$ cat config.mk
export PLATFORM = sky130hd
export DESIGN_NAME = ppq_ram
export DESIGN_NICKNAME = d
export VERILOG_FILES = /design/src/hw/rtl/ppq_ram.sv
export SDC_FILE = /design/constraint.sdc
export NUM_CORES = 2
export LEC_CHECK = 0
export BUFFER_PORTS_ARGS = -buffer_cell sky130_fd_sc_hd__clkbuf_2
export CAP_MARGIN = 20
export CORE_UTILIZATION = 59
export CTS_BUF_LIST = sky130_fd_sc_hd__clkbuf_4
export DETAILED_ROUTE_END_ITERATION = 6
export PLACE_DENSITY = 0.78
export SYNTH_ARGS = -nofsm -noshare
export SYNTH_HDL_FRONTEND = slang
export SYNTH_SLANG_ARGS = --single-unit
$ cat constraint.sdc
create_clock -name clk -period 2.3 [get_ports clk]
set_clock_uncertainty 0.05 [all_clocks]
set_input_delay 0.115 -clock clk [delete_from_list [all_inputs] [get_ports clk]]
set_output_delay 0.115 -clock clk [all_outputs]
set_load 0.05 [all_outputs]
$ cat src/hw/rtl/ppq_ram.sv
// generic simple dual-port ram, one write and one registered read port
// no dependencies

module ppq_ram #(
  parameter int WIDTH = 8,
  parameter int DEPTH = 256
) (
  input  logic                     clk,
  input  logic                     we,
  input  logic [$clog2(DEPTH)-1:0] waddr,
  input  logic [WIDTH-1:0]         wdata,
  input  logic                     re,
  input  logic [$clog2(DEPTH)-1:0] raddr,
  output logic [WIDTH-1:0]         rdata
);

  logic [WIDTH-1:0] mem [DEPTH];
  logic [WIDTH-1:0] rdata_r;

  always_ff @(posedge clk) begin
    if (we) begin
      mem[waddr] <= wdata;
    end
    if (re) begin
      rdata_r <= mem[raddr];
    end
  end

  assign rdata = rdata_r;

endmodule

### Word level (Yosys, flattened, before mapping)

Memory sizes are Yosys's and may differ from the RTL's. A register that Yosys moved wholly into a read port is not among the register bits.
Index checks and enable logic that the tools add are counted.

| operators by class | value |
|---|---|
| mux-type cells | 2 |

Operator list:

| operator | number |
|---|---|
| two-way mux 1 bit | 2 |

| word-level totals | value |
|---|---|
| bits in registers | 0 |
| RAM bits | 2,048 |
| input port bits | 27 |
| output and inout port bits | 8 |
| word-level logic and storage cells | 3 |
| memories | 1 |

Memories:

| name | words | bits a word | read ports | clocked after memory_dff | wr ports | line | text |
|---|---|---|---|---|---|---|---|
| mem | 256 | 8 | 1 | 1 | 1 | 17 | `logic [WIDTH-1:0] mem [DEPTH];` |

### Logic depth before layout (Yosys ltp)

| logic depth | value |
|---|---|
| depth in word-level cells | 2 |
| mapped depth | 11 |
| depth with buffers taken out | 6 |

### Worst setup path before layout

Ideal clock, no wire load.

| timing | value |
|---|---|
| kind | input to register |
| from | input port raddr[0] |
| to | register rdata_r[2], in the netlist rdata[2] (read register of mem) (data pin) |
| library setup time | 269 ps |
| arrival time | 1,922 ps |
| data required time | 1,981 ps |
| path slack | 59 ps |
| stages on the path | 9 |
| cells stage by stage | buf_6 buf_12 buf_8 buf_2 mux4_2 a22oi_1 a21oi_1 nor4_1 nor4_2 |

RTL lines:

| what | line | text |
|---|---|---|
| start: declaration | 13 | `input logic [$clog2(DEPTH)-1:0] raddr,` |
| end: declaration | 18 | `logic [WIDTH-1:0] rdata_r;` |

==> results.yml <==
layout:
  n_fill_cell: 7662
  area_growth_pct: 17.62
  drive_above_1_share_pct: 38.22
  nets: 4767
worst_setup_path:
  crit_chain: "mux4_2 -> a22o_1 -> a221oi_4 -> o32ai_1 -> nor3_2 -> nor4_2"
  required_ps: 3320
  worstPathMaxFanout: 1
  cp_num_buf_inv: 0
  crit_path_max_incr_delay_ps: 530
  start_kind: "flop"
  worst_path_max_delay_cell: "mux4_2"
  path_delay_family: "compound AO/OA/AOI/OAI gates"
  arrival_ps: 3700
  crit_type: "reg2reg"
  cp-startpoint: "mem[211][3]"
  crit_path_end_kind: "flop"
  rr_startpoint: "mem[211][3]"
synthesis:
  yosys.cell_count.top_type: "edfxtp_1"
  synth_mux_area_share_pct: 14.60
  avgSynthCellArea_um2: 21.33
  synthFlopType: "edfxtp_1"
  synthesis.nets: 3760
  synthArstFlopShare_pct: 0
  ys_seq_area_share_pct: 77.53
  synth_top_area_cell: "edfxtp_1"
  synth_edf_count: 2056
  synthAdderAreaFrac_pct: 0
  synth_simple_gate_area_share_pct: 2.625
  synth_area_leaders: "edfxtp_1, mux4_2, mux2i_1, nor2_1, a22oi_1"
  synth_compound_area_share_pct: 3.416
  ys_seq_elements: 2056
  synth_top_family_by_area: "multiplexers"
  synth_cell_types: 54
  synth_common_cells: "edfxtp_1, mux4_2, nor2_1, mux2i_1, a22oi_1"
  ys_warn_count: 0
  syn_area_um2: 79640
  syn_inst: 3733
  synth_xor_area_share_pct: 0
  post-synth-top-area-fraction_pct: 77.53
global_routing:
  antenna_found_initial: 3
  grt_overflow: 0
  grt.total_usage_pct: 29.84
  first_global_vias: 44610
  grt_max_degree: 99
  grt_pass1_wl_um: 292500
worst_hold_path:
  hold_class: "in2reg"
  worstHoldStart: "waddr[4]"
clock_tree:
  tritoncts: "built"
  cts.path.max_buffers: 4
  cts-root-buf: "clkbuf_4"
  htreeDepth: 5
  cts_sinks: 2056
  clock_latency_ps: 1420
  clkTransAtPathRegs_ps: 70
  cts_buffers: 495
route:
  vias_per_cell: 6.469
  antenna_left: 0
  drtIter0Drc: 6048
  drt_pass1_iterations: 7
  wl_per_cell_um: 29.45
  drc_errors: 4
  drt_wl_total_um: 202200
  num_vias: 44420
timing:
  tns_ps: -1258
  fin_crit_sh_pct: 116.6
  setup_violations: 10
  min_period_ps: 2681
  hold_violations: 0
  tightest_slew_ps: 889.7
  final_max_slew_viol_count: 0
  rsz0062_at_grt: "true"
  relSlewSlack_pct: 40.69
  setup_ws_ps: -380.8
  fmax_ghz: 0.3730
power_and_ir_drop:
  total_power_mw: 74.35
  p_per_area_nw_per_um2: 793.8
  p_leak_nw: 31.06
  ir_worst_vdd_v: 0.0007048
outcome:
  violations: "design-rule violations, negative setup slack"
  status: "finished with violations"
job:
  cap_viol_max_count: 0
die:
  dieArea_um2: 136400
  die_y_um: 369.4
  core_area_um2: 133600
  num_rows: 134
  initial_utilization_pct: 59.60
  io_pins: 35
  die_x_um: 369.4
placed_design:
  gp_congestion: 0.9046
  io_buffers: 34
  place.detailed.hpwl_um: 124600
## power by group
part,switching (mW),internal [mW]
logic,2.72,1.84
clock network,14.0,14.4
registers,0.0578,41.3
total,16.8,57.6
## tightest hold or removal path, delay by kind of cell
| kind | cells | cell delay [ps] |
|---|---|---|
| buffers and inverters | 3 | 990 |
| and+or+nand+nor | 2 | 250 |
## registers in the layout, summed over array words and instances, names as in the netlist
signal  cells
mem      2048
rdata       8
## metal layers
layer | track usage (%) | part of all wire, %
met3 | 7.450 | 13
met5 | 0 | 0.0064
met1 | 41.34 | 35
met2 | 45.13 | 47
met4 | 14.15 | 4.4
## cell type report
class	instances	area [um2]	share of cell area, %
clock buffers	704	5285	5.642
flip-flops and latches	2056	61740	65.91
repair buffers	743	6863	7.327
multi-input cells	1442	16850	17.99
well taps	1768	2212	2.362
inverters	2	7.507	0.008015
clock inverters	144	689.4	0.7360
diodes	8	20.02	0.02137
## cell families (layout without fill, tap and decap cells)
| kind of cell | after synthesis | in the layout |
|---|---|---|
| other | 0 | 8 |
| flip-flops | 2056 | 2056 |
| buffers and inverters | 235 | 1593 |
| AND/OR/NAND/NOR | 466 | 466 |
| multiplexers | 591 | 591 |
| AO/OA/AOI/OAI | 385 | 385 |
## timing repair
| action | 4_1_cts | 5_1_grt |
|---|---|---|
| endpoints found under the setup margin | 15 | 50 |
| pin swaps | 14 | 6 |
| hold endpoints to repair | 4112 | 0 |
| setup buffers | 0 | 0 |
| cloned | 0 | 0 |
| gates resized for setup | 52 | 24 |
| hold buffers | 57 | 0 |
## through the flow
stage	setup slack, ps	util, %	hold WS [ps]	std cells	instance area [um2]
floorplan	58.87	-	163.9	3733	79640
finish	-380.8	70.10	158.2	6867	93670
CTS	-250.4	69.97	8.522	6859	93500
global placement	-1246	64.79	535.7	5955	86570
global route	-371.1	70.09	106.3	6864	93660
detailed placement	-1118	64.80	522.5	5957	86580
## cells in the final DEF, fill, tap and decap left out, drive strengths merged, types with 6 or more instances in the layout
cell type	instances
a211oi	16
a21oi	96
a221oi	14
a22o	8
a22oi	133
and2	6
buf	665
clkbuf	732
clkinv	138
diode	8
dlygate4sd3	49
edfxtp	2056
mux2i	134
mux4	456
nand2	33
nand2b	8
nand3	34
nand4	10
nor2	282
nor2b	31
nor3	22
nor4	27
o211ai	10
o21ai	12
o221ai	47
o22ai	28
## path summary, 6_finish.rpt
| check | endpoint | slack, ps | depth (start not counted) |
|---|---|---|---|
| setup / recovery | rdata[3] | -380 | 6 |
| setup reg to reg | rdata[3] | -380 | 6 |
| hold / removal | mem[184][3] | 160 | 5 |
| hold reg to reg | rdata[5] | 1140 | 7 |
No activity file was read; power rests on OpenSTA's default activity.
